===== src/rtl/i2c_log_pkg.sv =====
// ----------------------------------------------------------------------------
// i2c_log_pkg
// Shared widths, operation codes, bus action codes and defaults for the
// I2C EEPROM log sequencer.
// ----------------------------------------------------------------------------
package i2c_log_pkg;

  localparam int OP_W    = 4;
  localparam int LINE_W  = 11;
  localparam int BYTE_W  = 8;
  localparam int INDEX_W = 4;
  localparam int ACT_W   = 3;
  localparam int POS_W   = 4;
  localparam int TICK_W  = 8;

  localparam int ENTRY_BYTES_DEF = 16;

  localparam logic [TICK_W-1:0] WAIT_TICKS_RESET = 8'd161;

  localparam logic [OP_W-1:0] OP_APPEND     = 4'd0;
  localparam logic [OP_W-1:0] OP_WRITE_LINE = 4'd1;
  localparam logic [OP_W-1:0] OP_READ_LINE  = 4'd2;
  localparam logic [OP_W-1:0] OP_LOAD_BYTE  = 4'd3;
  localparam logic [OP_W-1:0] OP_START_DONE = 4'd4;
  localparam logic [OP_W-1:0] OP_BYTE_SENT  = 4'd5;
  localparam logic [OP_W-1:0] OP_BYTE_READ  = 4'd6;
  localparam logic [OP_W-1:0] OP_STOP_DONE  = 4'd7;
  localparam logic [OP_W-1:0] OP_TICK       = 4'd8;

  localparam logic [ACT_W-1:0] ACT_NONE  = 3'd0;
  localparam logic [ACT_W-1:0] ACT_START = 3'd1;
  localparam logic [ACT_W-1:0] ACT_WRITE = 3'd2;
  localparam logic [ACT_W-1:0] ACT_READ  = 3'd3;
  localparam logic [ACT_W-1:0] ACT_STOP  = 3'd4;

  localparam logic [BYTE_W-1:0] DEV_ADDR_WR = 8'ha0;
  localparam logic [BYTE_W-1:0] DEV_ADDR_RD = 8'ha1;
  localparam logic [BYTE_W-1:0] HI_MASK     = 8'h7f;
  localparam logic [BYTE_W-1:0] LO_MASK     = 8'hf0;

endpackage


===== src/rtl/i2c_log_if.sv =====
// ----------------------------------------------------------------------------
// i2c_log_if
// Handshake channels of the log sequencer: bus events and commands in,
// bus actions and status out.
// ----------------------------------------------------------------------------
interface i2c_log_in_if;
  logic                                valid;
  logic                                ready;
  logic [i2c_log_pkg::OP_W-1:0]        operation;
  logic [i2c_log_pkg::LINE_W-1:0]      line;
  logic                                bus_ok;
  logic [i2c_log_pkg::BYTE_W-1:0]      byte_value;
  logic [i2c_log_pkg::INDEX_W-1:0]     byte_index;

  modport source (output valid, operation, line, bus_ok, byte_value, byte_index,
                  input ready);
  modport sink (input valid, operation, line, bus_ok, byte_value, byte_index,
                output ready);
endinterface

interface i2c_log_out_if;
  logic                                valid;
  logic                                ready;
  logic [i2c_log_pkg::ACT_W-1:0]       bus_action;
  logic [i2c_log_pkg::BYTE_W-1:0]      bus_byte;
  logic                                read_ack;
  logic                                accepted;
  logic                                read_valid;
  logic [i2c_log_pkg::POS_W-1:0]       read_position;
  logic [i2c_log_pkg::BYTE_W-1:0]      read_data;
  logic                                read_done;
  logic                                append_done;

  modport source (output valid, bus_action, bus_byte, read_ack, accepted, read_valid,
                  read_position, read_data, read_done, append_done,
                  input ready);
  modport sink (input valid, bus_action, bus_byte, read_ack, accepted, read_valid,
                read_position, read_data, read_done, append_done,
                output ready);
endinterface


===== src/rtl/i2c_eeprom_log_sequencer.sv =====
// The result of an accepted transaction is registered in the output register.
// Throughput: one transaction per cycle unless the status output stalls; state update
// and result are one combinational pass; a new transaction enters as a result leaves.
// Reset: synchronous active-low rst_n returns to idle, clears the counters and line,
// and sets the write delay register to 161 ticks; the entry buffer is not reset.
// ----------------------------------------------------------------------------
// i2c_eeprom_log_sequencer
// Steps an I2C EEPROM page write or random read of one log entry, one bus
// event per transaction, with a tick-counted write delay after each write.
// ----------------------------------------------------------------------------
module i2c_eeprom_log_sequencer #(
  parameter int ENTRY_BYTES = i2c_log_pkg::ENTRY_BYTES_DEF
) (
  input  logic                              clk,
  input  logic                              rst_n,
  input  logic                              cfg_we,
  input  logic [i2c_log_pkg::TICK_W-1:0]    cfg_data,
  i2c_log_in_if.sink                        in_if,
  i2c_log_out_if.source                     out_if
);

  localparam int BUF_IDX_W = (ENTRY_BYTES > 1) ? $clog2(ENTRY_BYTES) : 1;
  localparam int CNT_W     = $clog2(ENTRY_BYTES + 1);
  localparam logic [CNT_W-1:0] CNT_LAST = CNT_W'(ENTRY_BYTES - 1);
  localparam logic [CNT_W-1:0] CNT_FULL = CNT_W'(ENTRY_BYTES);
  localparam logic [i2c_log_pkg::INDEX_W:0] IDX_LIMIT =
    (i2c_log_pkg::INDEX_W + 1)'(ENTRY_BYTES);

  localparam int PH_W = 4;
  localparam logic [PH_W-1:0] PH_IDLE       = 4'd0;
  localparam logic [PH_W-1:0] PH_WR_START   = 4'd1;
  localparam logic [PH_W-1:0] PH_WR_DEV     = 4'd2;
  localparam logic [PH_W-1:0] PH_WR_HI      = 4'd3;
  localparam logic [PH_W-1:0] PH_WR_DATA    = 4'd4;
  localparam logic [PH_W-1:0] PH_WR_STOP    = 4'd5;
  localparam logic [PH_W-1:0] PH_RD_START   = 4'd6;
  localparam logic [PH_W-1:0] PH_RD_DEV     = 4'd7;
  localparam logic [PH_W-1:0] PH_RD_HI      = 4'd8;
  localparam logic [PH_W-1:0] PH_RD_LO      = 4'd9;
  localparam logic [PH_W-1:0] PH_RD_RESTART = 4'd10;
  localparam logic [PH_W-1:0] PH_RD_DEV2    = 4'd11;
  localparam logic [PH_W-1:0] PH_RD_DATA    = 4'd12;
  localparam logic [PH_W-1:0] PH_RD_STOP    = 4'd13;

  logic [PH_W-1:0]                        phase_r, phase_nxt;
  logic [CNT_W-1:0]                       count_r, count_nxt;
  logic [i2c_log_pkg::LINE_W-1:0]         target_r, target_nxt;
  logic [i2c_log_pkg::LINE_W-1:0]         next_line_r, next_line_nxt;
  logic [i2c_log_pkg::TICK_W-1:0]         wait_cnt_r, wait_cnt_nxt;
  logic                                   waiting_r, waiting_nxt;
  logic                                   append_r, append_nxt;
  logic [i2c_log_pkg::TICK_W-1:0]         wait_ticks_r;
  logic [i2c_log_pkg::BYTE_W-1:0]         entry_buf_r [ENTRY_BYTES];

  logic                                   out_valid_r;
  logic [i2c_log_pkg::ACT_W-1:0]          action_r, action_nxt;
  logic [i2c_log_pkg::BYTE_W-1:0]         bus_byte_r, bus_byte_nxt;
  logic                                   read_ack_r, read_ack_nxt;
  logic                                   accepted_r, accepted_nxt;
  logic                                   rd_valid_r, rd_valid_nxt;
  logic [i2c_log_pkg::POS_W-1:0]          rd_pos_r, rd_pos_nxt;
  logic [i2c_log_pkg::BYTE_W-1:0]         rd_data_r, rd_data_nxt;
  logic                                   rd_done_r, rd_done_nxt;
  logic                                   app_done_r, app_done_nxt;

  logic                                   in_fire;
  logic                                   load_en;
  logic [CNT_W-1:0]                       count_inc;
  logic [i2c_log_pkg::BYTE_W-1:0]         hi_addr;
  logic [i2c_log_pkg::BYTE_W-1:0]         lo_addr;
  logic [i2c_log_pkg::BYTE_W-1:0]         buf_rd;

  assign in_if.ready = ~out_valid_r | out_if.ready;
  assign in_fire     = in_if.valid & in_if.ready;

  assign load_en = in_fire && (in_if.operation == i2c_log_pkg::OP_LOAD_BYTE) &&
                   ({1'b0, in_if.byte_index} < IDX_LIMIT);

  assign count_inc = count_r + CNT_W'(1);
  assign hi_addr   = 8'(target_r >> 4) & i2c_log_pkg::HI_MASK;
  assign lo_addr   = 8'(target_r << 4) & i2c_log_pkg::LO_MASK;
  assign buf_rd    = entry_buf_r[BUF_IDX_W'(count_r)];

  always_comb begin
    phase_nxt     = phase_r;
    count_nxt     = count_r;
    target_nxt    = target_r;
    next_line_nxt = next_line_r;
    wait_cnt_nxt  = wait_cnt_r;
    waiting_nxt   = waiting_r;
    append_nxt    = append_r;
    action_nxt    = i2c_log_pkg::ACT_NONE;
    bus_byte_nxt  = '0;
    read_ack_nxt  = 1'b0;
    accepted_nxt  = 1'b0;
    rd_valid_nxt  = 1'b0;
    rd_pos_nxt    = '0;
    rd_data_nxt   = '0;
    rd_done_nxt   = 1'b0;
    app_done_nxt  = 1'b0;
    case (in_if.operation)
      i2c_log_pkg::OP_APPEND, i2c_log_pkg::OP_WRITE_LINE,
      i2c_log_pkg::OP_READ_LINE: begin
        if (phase_r == PH_IDLE && in_if.bus_ok) begin
          if (in_if.operation == i2c_log_pkg::OP_READ_LINE) begin
            target_nxt = in_if.line;
            phase_nxt  = PH_RD_START;
          end else if (in_if.operation == i2c_log_pkg::OP_APPEND) begin
            append_nxt = 1'b1;
            target_nxt = next_line_r + i2c_log_pkg::LINE_W'(1);
            phase_nxt  = PH_WR_START;
          end else begin
            append_nxt = 1'b0;
            target_nxt = in_if.line;
            phase_nxt  = PH_WR_START;
          end
          count_nxt    = '0;
          action_nxt   = i2c_log_pkg::ACT_START;
          accepted_nxt = 1'b1;
        end
      end
      i2c_log_pkg::OP_START_DONE: begin
        if (phase_r == PH_WR_START) begin
          phase_nxt    = PH_WR_DEV;
          action_nxt   = i2c_log_pkg::ACT_WRITE;
          bus_byte_nxt = i2c_log_pkg::DEV_ADDR_WR;
        end else if (phase_r == PH_RD_START) begin
          phase_nxt    = PH_RD_DEV;
          action_nxt   = i2c_log_pkg::ACT_WRITE;
          bus_byte_nxt = i2c_log_pkg::DEV_ADDR_WR;
        end else if (phase_r == PH_RD_RESTART) begin
          phase_nxt    = PH_RD_DEV2;
          action_nxt   = i2c_log_pkg::ACT_WRITE;
          bus_byte_nxt = i2c_log_pkg::DEV_ADDR_RD;
        end
      end
      i2c_log_pkg::OP_BYTE_SENT: begin
        if (!in_if.bus_ok) begin
          phase_nxt  = PH_IDLE;
          action_nxt = i2c_log_pkg::ACT_STOP;
        end else begin
          case (phase_r)
            PH_WR_DATA: begin
              if (count_r < CNT_FULL) begin
                action_nxt   = i2c_log_pkg::ACT_WRITE;
                bus_byte_nxt = buf_rd;
                count_nxt    = count_inc;
              end else begin
                phase_nxt  = PH_WR_STOP;
                count_nxt  = '0;
                action_nxt = i2c_log_pkg::ACT_STOP;
              end
            end
            PH_WR_DEV: begin
              phase_nxt    = PH_WR_HI;
              action_nxt   = i2c_log_pkg::ACT_WRITE;
              bus_byte_nxt = hi_addr;
            end
            PH_WR_HI: begin
              phase_nxt    = PH_WR_DATA;
              action_nxt   = i2c_log_pkg::ACT_WRITE;
              bus_byte_nxt = lo_addr;
            end
            PH_RD_DEV: begin
              phase_nxt    = PH_RD_HI;
              action_nxt   = i2c_log_pkg::ACT_WRITE;
              bus_byte_nxt = hi_addr;
            end
            PH_RD_HI: begin
              phase_nxt    = PH_RD_LO;
              action_nxt   = i2c_log_pkg::ACT_WRITE;
              bus_byte_nxt = lo_addr;
            end
            PH_RD_LO: begin
              phase_nxt  = PH_RD_RESTART;
              action_nxt = i2c_log_pkg::ACT_START;
            end
            PH_RD_DEV2: begin
              phase_nxt    = PH_RD_DATA;
              count_nxt    = '0;
              action_nxt   = i2c_log_pkg::ACT_READ;
              read_ack_nxt = (ENTRY_BYTES != 1);
            end
            default: begin
            end
          endcase
        end
      end
      i2c_log_pkg::OP_BYTE_READ: begin
        if (!in_if.bus_ok) begin
          phase_nxt  = PH_IDLE;
          action_nxt = i2c_log_pkg::ACT_STOP;
        end else if (phase_r == PH_RD_DATA) begin
          rd_valid_nxt = 1'b1;
          rd_pos_nxt   = i2c_log_pkg::POS_W'(count_r);
          rd_data_nxt  = in_if.byte_value;
          count_nxt    = count_inc;
          if (count_inc >= CNT_FULL) begin
            phase_nxt  = PH_RD_STOP;
            action_nxt = i2c_log_pkg::ACT_STOP;
          end else begin
            action_nxt   = i2c_log_pkg::ACT_READ;
            read_ack_nxt = (count_inc != CNT_LAST);
          end
        end
      end
      i2c_log_pkg::OP_STOP_DONE: begin
        phase_nxt = PH_IDLE;
        if (phase_r == PH_WR_STOP) begin
          if (append_r) begin
            next_line_nxt = next_line_r + i2c_log_pkg::LINE_W'(1);
          end
          append_nxt   = 1'b0;
          waiting_nxt  = 1'b1;
          wait_cnt_nxt = wait_ticks_r;
        end else if (phase_r == PH_RD_STOP) begin
          rd_done_nxt = 1'b1;
        end
      end
      i2c_log_pkg::OP_TICK: begin
        if (waiting_r) begin
          if (wait_cnt_r <= i2c_log_pkg::TICK_W'(1)) begin
            wait_cnt_nxt = '0;
            waiting_nxt  = 1'b0;
            app_done_nxt = 1'b1;
          end else begin
            wait_cnt_nxt = wait_cnt_r - i2c_log_pkg::TICK_W'(1);
          end
        end
      end
      default: begin
      end
    endcase
  end

  always_ff @(posedge clk) begin
    if (!rst_n) begin
      phase_r      <= PH_IDLE;
      count_r      <= '0;
      target_r     <= '0;
      next_line_r  <= '0;
      wait_cnt_r   <= '0;
      waiting_r    <= 1'b0;
      append_r     <= 1'b0;
      wait_ticks_r <= i2c_log_pkg::WAIT_TICKS_RESET;
      out_valid_r  <= 1'b0;
    end else begin
      if (cfg_we) begin
        wait_ticks_r <= cfg_data;
      end
      if (in_fire) begin
        phase_r     <= phase_nxt;
        count_r     <= count_nxt;
        target_r    <= target_nxt;
        next_line_r <= next_line_nxt;
        wait_cnt_r  <= wait_cnt_nxt;
        waiting_r   <= waiting_nxt;
        append_r    <= append_nxt;
        out_valid_r <= 1'b1;
      end else if (out_if.ready) begin
        out_valid_r <= 1'b0;
      end
    end
  end

  always_ff @(posedge clk) begin
    if (in_fire) begin
      action_r   <= action_nxt;
      bus_byte_r <= bus_byte_nxt;
      read_ack_r <= read_ack_nxt;
      accepted_r <= accepted_nxt;
      rd_valid_r <= rd_valid_nxt;
      rd_pos_r   <= rd_pos_nxt;
      rd_data_r  <= rd_data_nxt;
      rd_done_r  <= rd_done_nxt;
      app_done_r <= app_done_nxt;
    end
    if (load_en) begin
      entry_buf_r[BUF_IDX_W'(in_if.byte_index)] <= in_if.byte_value;
    end
  end

  assign out_if.valid         = out_valid_r;
  assign out_if.bus_action    = action_r;
  assign out_if.bus_byte      = bus_byte_r;
  assign out_if.read_ack      = read_ack_r;
  assign out_if.accepted      = accepted_r;
  assign out_if.read_valid    = rd_valid_r;
  assign out_if.read_position = rd_pos_r;
  assign out_if.read_data     = rd_data_r;
  assign out_if.read_done     = rd_done_r;
  assign out_if.append_done   = app_done_r;

endmodule


===== src/flat_wrapper.sv =====
// flat-port wrapper written by rule: the top's interface ports become plain ports
module i2c_eeprom_log_sequencer_flat 
#(
  parameter int ENTRY_BYTES = i2c_log_pkg::ENTRY_BYTES_DEF
)
  (clk, rst_n, cfg_we, cfg_data, in_if_valid, in_if_operation, in_if_line, in_if_bus_ok, in_if_byte_value, in_if_byte_index, in_if_ready, out_if_valid, out_if_bus_action, out_if_bus_byte, out_if_read_ack, out_if_accepted, out_if_read_valid, out_if_read_position, out_if_read_data, out_if_read_done, out_if_append_done, out_if_ready);
  i2c_log_in_if in_if_i ();
  i2c_log_out_if out_if_i ();
  input  logic clk;
  input  logic rst_n;
  input  logic cfg_we;
  input  logic [i2c_log_pkg::TICK_W-1:0] cfg_data;
  input wire logic [$bits(in_if_i.valid)-1:0] in_if_valid;
  input wire logic [$bits(in_if_i.operation)-1:0] in_if_operation;
  input wire logic [$bits(in_if_i.line)-1:0] in_if_line;
  input wire logic [$bits(in_if_i.bus_ok)-1:0] in_if_bus_ok;
  input wire logic [$bits(in_if_i.byte_value)-1:0] in_if_byte_value;
  input wire logic [$bits(in_if_i.byte_index)-1:0] in_if_byte_index;
  output wire logic [$bits(in_if_i.ready)-1:0] in_if_ready;
  output wire logic [$bits(out_if_i.valid)-1:0] out_if_valid;
  output wire logic [$bits(out_if_i.bus_action)-1:0] out_if_bus_action;
  output wire logic [$bits(out_if_i.bus_byte)-1:0] out_if_bus_byte;
  output wire logic [$bits(out_if_i.read_ack)-1:0] out_if_read_ack;
  output wire logic [$bits(out_if_i.accepted)-1:0] out_if_accepted;
  output wire logic [$bits(out_if_i.read_valid)-1:0] out_if_read_valid;
  output wire logic [$bits(out_if_i.read_position)-1:0] out_if_read_position;
  output wire logic [$bits(out_if_i.read_data)-1:0] out_if_read_data;
  output wire logic [$bits(out_if_i.read_done)-1:0] out_if_read_done;
  output wire logic [$bits(out_if_i.append_done)-1:0] out_if_append_done;
  input wire logic [$bits(out_if_i.ready)-1:0] out_if_ready;
  assign in_if_i.valid = in_if_valid;
  assign in_if_i.operation = in_if_operation;
  assign in_if_i.line = in_if_line;
  assign in_if_i.bus_ok = in_if_bus_ok;
  assign in_if_i.byte_value = in_if_byte_value;
  assign in_if_i.byte_index = in_if_byte_index;
  assign in_if_ready = in_if_i.ready;
  assign out_if_valid = out_if_i.valid;
  assign out_if_bus_action = out_if_i.bus_action;
  assign out_if_bus_byte = out_if_i.bus_byte;
  assign out_if_read_ack = out_if_i.read_ack;
  assign out_if_accepted = out_if_i.accepted;
  assign out_if_read_valid = out_if_i.read_valid;
  assign out_if_read_position = out_if_i.read_position;
  assign out_if_read_data = out_if_i.read_data;
  assign out_if_read_done = out_if_i.read_done;
  assign out_if_append_done = out_if_i.append_done;
  assign out_if_i.ready = out_if_ready;
  i2c_eeprom_log_sequencer #(.ENTRY_BYTES(ENTRY_BYTES)) u_core (.clk(clk), .rst_n(rst_n), .cfg_we(cfg_we), .cfg_data(cfg_data), .in_if(in_if_i), .out_if(out_if_i));
endmodule

===== config.mk =====
export PLATFORM = sky130hd
export DESIGN_NAME = i2c_eeprom_log_sequencer_flat
export DESIGN_NICKNAME = d
export VERILOG_FILES = /design/src/rtl/i2c_log_pkg.sv /design/src/rtl/i2c_log_if.sv /design/src/rtl/i2c_eeprom_log_sequencer.sv /design/src/flat_wrapper.sv
export SDC_FILE = /design/constraint.sdc
export NUM_CORES = 1
export LEC_CHECK = 0
export BUFFER_PORTS_ARGS = -buffer_cell sky130_fd_sc_hd__clkbuf_2
export CAP_MARGIN = 20
export CORE_UTILIZATION = 60
export CTS_CLUSTER_SIZE = 8
export DETAILED_ROUTE_END_ITERATION = 10
export PLACE_DENSITY = 0.81
export SYNTH_ARGS = -nofsm -noshare
export SYNTH_HDL_FRONTEND = slang
export SYNTH_SLANG_ARGS = --single-unit

===== constraint.sdc =====
create_clock -name clk -period 3.6 [get_ports clk]
set_clock_uncertainty 0.1 [all_clocks]
set_input_delay 0.36 -clock clk [delete_from_list [all_inputs] [get_ports clk]]
set_output_delay 0.36 -clock clk [all_outputs]
set_load 0.05 [all_outputs]

# After elaboration in Yosys (flattened, before gate mapping)

Memory sizes are Yosys's and may differ from the RTL's. A register that Yosys moved wholly into a read port is not among the register bits.
Cells that the tools add are included.

Register bits after elaboration: 78
Bits in writable memories: 128
Bits of input ports: 41
Output and inout bits: 30
Logic and storage cells: 156
Memories kept: 1

$add $sub $neg: 3
$lt $le $gt $ge: 3
Equal/unequal tests: 35
Mux-type cells: 68
Bitwise logic cells: 4
Reduce and logical (&&, ||, !) cells: 24

Memory list:

| name               | depth | width | read ports | clocked after memory_dff | wr ports | RTL line                       | source |
|---|---|---|---|---|---|---|---|
| u_core.entry_buf_r | 16    | 8     | 1          | 1                        | 1        | i2c_eeprom_log_sequencer.sv:53 | `logic [i2c_log_pkg::BYTE_W-1:0] entry_buf_r [ENTRY_BYTES];` |

Operator list:

| cell                                                                    | count |
|---|---|
| 8-bit two-way mux                                                       | 8 |
| 4-bit two-way mux                                                       | 11 |
| 4-bit by 3-bit equality test with 1-bit output, second input constant   | 8 |
| 8-bit case mux with 2 select lines                                      | 2 |
| 4-bit equality test, second input constant                              | 7 |
| 4-bit case mux with 7 select lines                                      | 1 |
| 5-bit two-way mux                                                       | 5 |
| 3-bit two-way mux                                                       | 8 |
| 3-bit case mux with 4 select lines                                      | 2 |
| 8-bit case mux with 3 select lines                                      | 1 |
| 11-bit two-way mux                                                      | 2 |
| 1-bit two-way mux                                                       | 21 |
| 4-bit case mux with 5 select lines                                      | 1 |
| 4-bit by 2-bit equality test with 1-bit output, second input constant   | 4 |
| 5-bit case mux with 3 select lines                                      | 1 |
| 11-bit by 1-bit adder with 11-bit output, second input constant         | 1 |
| 5-bit case mux with 2 select lines                                      | 1 |
| 3-bit by 2-bit inequality test with 1-bit output, second input constant | 3 |
| 9-bit by 8-bit inequality test with 1-bit output, second input constant | 1 |
| 3-bit AND reduction                                                     | 3 |
| 4-bit by 1-bit equality test with 1-bit output, second input constant   | 2 |
| 8-bit by 1-bit <= comparator with 1-bit output, second input constant   | 1 |
| 4-bit logical NOT                                                       | 2 |
| 2-bit by 1-bit inequality test with 1-bit output, second input constant | 4 |
| 25 further kinds                                                        | 37 |

# Longest topological paths before layout

Word-level depth: 7
Gate-level depth with buffers: 8
Depth with buffers taken out: 7

# Worst setup path before layout

No wires, ideal clock.

Path kind: register to register
Start point: reg u_core.out_valid_r, in the netlist u_core.out_if.valid
End point: reg u_core.wait_cnt_r[0] (netlist name)
Library setup time: 0.140 ns
Arrival time: 3.061 ns
Required time: 3.360 ns
Slack: 0.299 ns
Cell stages (with the launch flop): 8
Buffers on the path: 1
Clock period less this slack: 3.301 ns
Cells stage by stage: dfxtp_1 -> nand2b_1 -> nand2_1 -> inv_1 -> clkbuf_1 -> o21ai_1 -> a211oi_1 -> a211oi_1

Word-level cells in the longest chain between the ends: 4

RTL lines:

| item                                 | RTL line                        | source |
|---|---|---|
| from (decl)                          | i2c_eeprom_log_sequencer.sv:55  | `logic out_valid_r;` |
| from (signal assigned)               | i2c_eeprom_log_sequencer.sv:246 | `out_valid_r <= 1'b0;` |
| from (signal assigned)               | i2c_eeprom_log_sequencer.sv:259 | `out_valid_r <= 1'b1;` |
| from (signal assigned)               | i2c_eeprom_log_sequencer.sv:261 | `out_valid_r <= 1'b0;` |
| 1-bit inverter                       | i2c_eeprom_log_sequencer.sv:73  | `assign in_if.ready = ~out_valid_r \| out_if.ready;` |
| 1-bit bitwise OR                     | i2c_eeprom_log_sequencer.sv:73  |  |
| named net in_if_ready                | flat_wrapper.sv:19              | `output wire logic [$bits(in_if_i.ready)-1:0] in_if_ready;` |
| 1-bit bitwise AND                    | i2c_eeprom_log_sequencer.sv:74  | `assign in_fire = in_if.valid & in_if.ready;` |
| named net u_core.in_fire             | i2c_eeprom_log_sequencer.sv:66  | `logic in_fire;` |
| 4-bit AND reduction (no source line) | -                               |  |
| to (signal assigned)                 | i2c_eeprom_log_sequencer.sv:256 | `wait_cnt_r <= wait_cnt_nxt;` |
| to (decl)                            | i2c_eeprom_log_sequencer.sv:49  | `logic [i2c_log_pkg::TICK_W-1:0] wait_cnt_r, wait_cnt_nxt;` |

The timed path passes the listed nets, and every way through them passes these cells.
A chain may end at the register's enable or synchronous reset.

# Worst setup path after layout

Start point: reg u_core.phase_r[3]
End point: reg u_core.target_r[5] (netlist name)

Word-level cells in the longest chain between the ends: 3

RTL lines:

| item                                 | RTL line                        | source |
|---|---|---|
| from (decl)                          | i2c_eeprom_log_sequencer.sv:45  | `logic [PH_W-1:0] phase_r, phase_nxt;` |
| from (signal assigned)               | i2c_eeprom_log_sequencer.sv:252 | `phase_r <= phase_nxt;` |
| 4-bit logical NOT                    | i2c_eeprom_log_sequencer.sv:104 | `if (phase_r == PH_IDLE && in_if.bus_ok) begin` |
| 1-bit logical AND                    | i2c_eeprom_log_sequencer.sv:104 |  |
| 3-bit AND reduction (no source line) | -                               |  |
| to (signal assigned)                 | i2c_eeprom_log_sequencer.sv:254 | `target_r <= target_nxt;` |
| to (decl)                            | i2c_eeprom_log_sequencer.sv:47  | `logic [i2c_log_pkg::LINE_W-1:0] target_r, target_nxt;` |

Every way passes these cells.

==> flow_summary.json <==
{
  "layout.nets": 853,
  "rsz0062_at_grt": "no",
  "power.share.sequential_pct": 48.3,
  "p_leak_nw": 3.767,
  "synth_largest_area_cell": "edfxtp_1",
  "yosys_register_bits": 210,
  "wl_per_cell_um": 20.99,
  "crit_required_ns": 3.96,
  "grt-ovfl-total": 0,
  "slew_headroom_pct": 27.88,
  "critPathLaunchType": "register",
  "clkLatencyLatePin_ns": 0.55,
  "portBuffers": 70,
  "synthCells": 723,
  "fp.dieW_um": 127.2,
  "firstDrtPassIters": 5,
  "hold_path_class": "in -> reg",
  "clockBufferDepth": 3,
  "powerDensity_mw_per_mm2": 501.6,
  "synth_flop_cell": "edfxtp_1",
  "yosysSeqAreaShare_pct": 61.29,
  "die_area_mm2": 0.01618,
  "start_util_pct": 61.65,
  "post_synth.cell_area_avg_um2": 13.01,
  "syn2layout_area_growth_pct": 16.33,
  "netlist.area_leader.share_pct": 49.80,
  "tightest_slew_ns": 1.080,
  "die_h_um": 127.2,
  "gp_congestion": 0.9335,
  "setup_tns_ns": 0,
  "path_class": "reg -> reg",
  "switching_share_pct": 22.32,
  "antenna_found_initial": 0,
  "critPathCaptureType": "register",
  "avgViaCountPerCell": 6.171,
  "netlist-cell-type-count": 60,
  "cts_tree": "yes",
  "clockRootBuffer": "clkbuf_16",
  "p_int_mw": 4.264,
  "worstPathMaxFanout": 32,
  "ios": 71,
  "rows": 45,
  "synth_edf_count": 156,
  "hold_violations": 0,
  "n_antenna_cell": 0,
  "yosysWarnings": 0,
  "ir_drop_v": 0.0005041,
  "syn_nets": 770,
  "netlist_area_mm2": 0.009407,
  "grt_usage_pct": 27.95,
  "p_clk_share_pct": 46.6,
  "core_mm2": 0.01526,
  "placed_cell_area_mm2": 0.009981,
  "detail_route.iter0.violations": 731,
  "n_fill_cell": 987,
  "ys_top_cells_by_count": "156 x edfxtp_1, 59 x nor2_1, 55 x nand2_1",
  "finalCriticalPeriod_ns": 2.832,
  "wl_um": 21810,
  "max_freq_ghz": 0.3531,
  "grt_pass1_vias": 6401,
  "dp.final_hpwl_um": 14110,
  "synthArstFlopShare_pct": 0,
  "clock-sinks": 210,
  "status": "complete, no violations",
  "cts_max_level": 1,
  "grt_max_degree": 33,
  "period_share_pct": 78.66,
  "drc": 0,
  "synth.area.top_cells": "edfxtp_1 50%, dfxtp_1 11%, mux4_2 9.6%",
  "instances_no_fill": 1039,
  "power_switching_mw": 1.225,
  "grt_pass1_wl_um": 34640,
  "maxCapViolations": 0,
  "num_vias": 6412,
  "ant_nets": 0,
  "drive_gt1_share_pct": 20.89,
  "drv_slew": 0,
  "finalSetupViolCount": 0,
  "clk_pin_slew_ns": 0.05,
  "postLayoutCellArea_mm2": 0.01094,
  "synth.most_common_cell": "edfxtp_1",
  "cts_setup_buffers": 0,
  "numCtsBuffers": 30,
  "placedCellCount": 976,
  "p_comb_share_pct": 5.1,
  "cp_data_arrival_time_ns": 3.19
}
-- per-stage QoR --
step / setup slack [ns] / hold WS (ns) / util (%) / power, mW
6_report: 0.7683 / 0.08800 / 71.72 / 5.489
5_1_grt: 0.6064 / 0.1001 / 71.72 / 5.648
4_1_cts: 0.8670 / 0.06816 / 71.72 / 5.523
3_5_place_dp: 0.7554 / 0.3561 / 65.41 / 2.965
3_3_place_gp: 0.8326 / 0.3546 / 65.41 / 2.957
2_1_floorplan: 0.2990 / 0.3316 / - / 2.863
-- worst max-delay path: stages, from the launching register on --
cell and delay (ns):
dfxtp_1 0.66, nor4_1 0.82, nand4_1 0.32, or2_2 0.47, a211o_1 0.25, a21oi_1 0.13
-- logic make-up (layout without fill, tap and decap cells) --
group	after synthesis	after routing	share of synthesized area [%]
AOI/OAI and AO/OA	128	128	8.460
xor gates and xnor gates	21	21	1.955
adders and majority gates	7	7	0.9045
buffers and inverters	62	167	2.594
DFF	210	210	61.29
muxes	60	60	11.76
and+or+nand+nor	235	235	13.04
-- power groups by stage --
stage | combinational, mW | clock (mW) | sequential [mW]
floorplan | 0.123 | 0 | 2.74
global placement | 0.259 | 0 | 2.70
detailed placement | 0.266 | 0 | 2.70
CTS | 0.275 | 2.60 | 2.65
global route | 0.298 | 2.70 | 2.65
finish | 0.278 | 2.56 | 2.65
-- registers in the layout, summed over array words and instances (netlist names), 3 cells and up, named ones only --
| signal | count |
|---|---|
| u_core.wait_cnt_r | 8 |
| u_core.wait_ticks_r | 8 |
| u_core.out_if.bus_action | 3 |
| u_core.out_if.read_data | 8 |
| u_core.next_line_r | 11 |
| u_core.target_r | 11 |
| u_core.out_if.read_position | 4 |
| u_core.out_if.bus_byte | 8 |
| u_core.entry_buf_r | 128 |
| u_core.phase_r | 4 |
| u_core.count_r | 5 |
-- layout by cell type (no fill, tap or decap), drive strengths merged, types with 6 or more instances in the layout --
master | netlist | final
a211oi | 7 | 7
a21oi | 33 | 33
a31oi | 6 | 6
and2 | 16 | 16
and3 | 12 | 12
buf | 11 | 15
clkbuf | 32 | 122
dfxtp | 54 | 54
dlygate4sd3 | 0 | 9
edfxtp | 156 | 156
ha | 6 | 6
inv | 19 | 19
mux2i | 16 | 16
mux4 | 40 | 40
nand2 | 55 | 55
nand2b | 10 | 10
nand3 | 13 | 13
nand4 | 15 | 15
nor2 | 59 | 59
nor2b | 7 | 7
nor3 | 15 | 15
o211ai | 9 | 9
o21ai | 44 | 44
or3 | 6 | 6
xnor2 | 12 | 12
xor2 | 9 | 9
-- layer usage --
metal	wire [um]	vias up	share of wire, %	global-route usage (%)
met5	0	-	0	0
met4	614	0	2.8	9.454
met3	1333	53	6.1	4.774
met2	10710	290	49	46.48
met1	9152	3141	42	37.72
li1	-	2928	-	-
-- final cells by class --
class                      count  area (um2)  area share, %
tap                          211       264.0          2.413
clock buffer                  52       833.3          7.615
timing repair buffer          94       565.5          5.168
sequential                   210        5767          52.70
multi-input combinational    451        3403          31.10
clock inverter                 2       38.79         0.3544
inverter                      19       71.32         0.6517
-- path summary, 6_finish.rpt --
path	startpoint	to	cells past startpoint	slack [ns]
hold reg to reg	u_core.target_r[3]	u_core.target_r[3]	2	0.36
hold / removal	in_if_line[3]	u_core.target_r[3]	3	0.09
setup reg to reg	u_core.phase_r[3]	u_core.target_r[5]	5	0.77
setup / recovery	u_core.phase_r[3]	u_core.target_r[5]	5	0.77
-- timing repair --
action | CTS | global route
hold buffers | 9 | 0
gates resized for setup | 0 | 0
endpoints found under the hold margin | 9 | 0
Power figures use the tool's default switching activity.
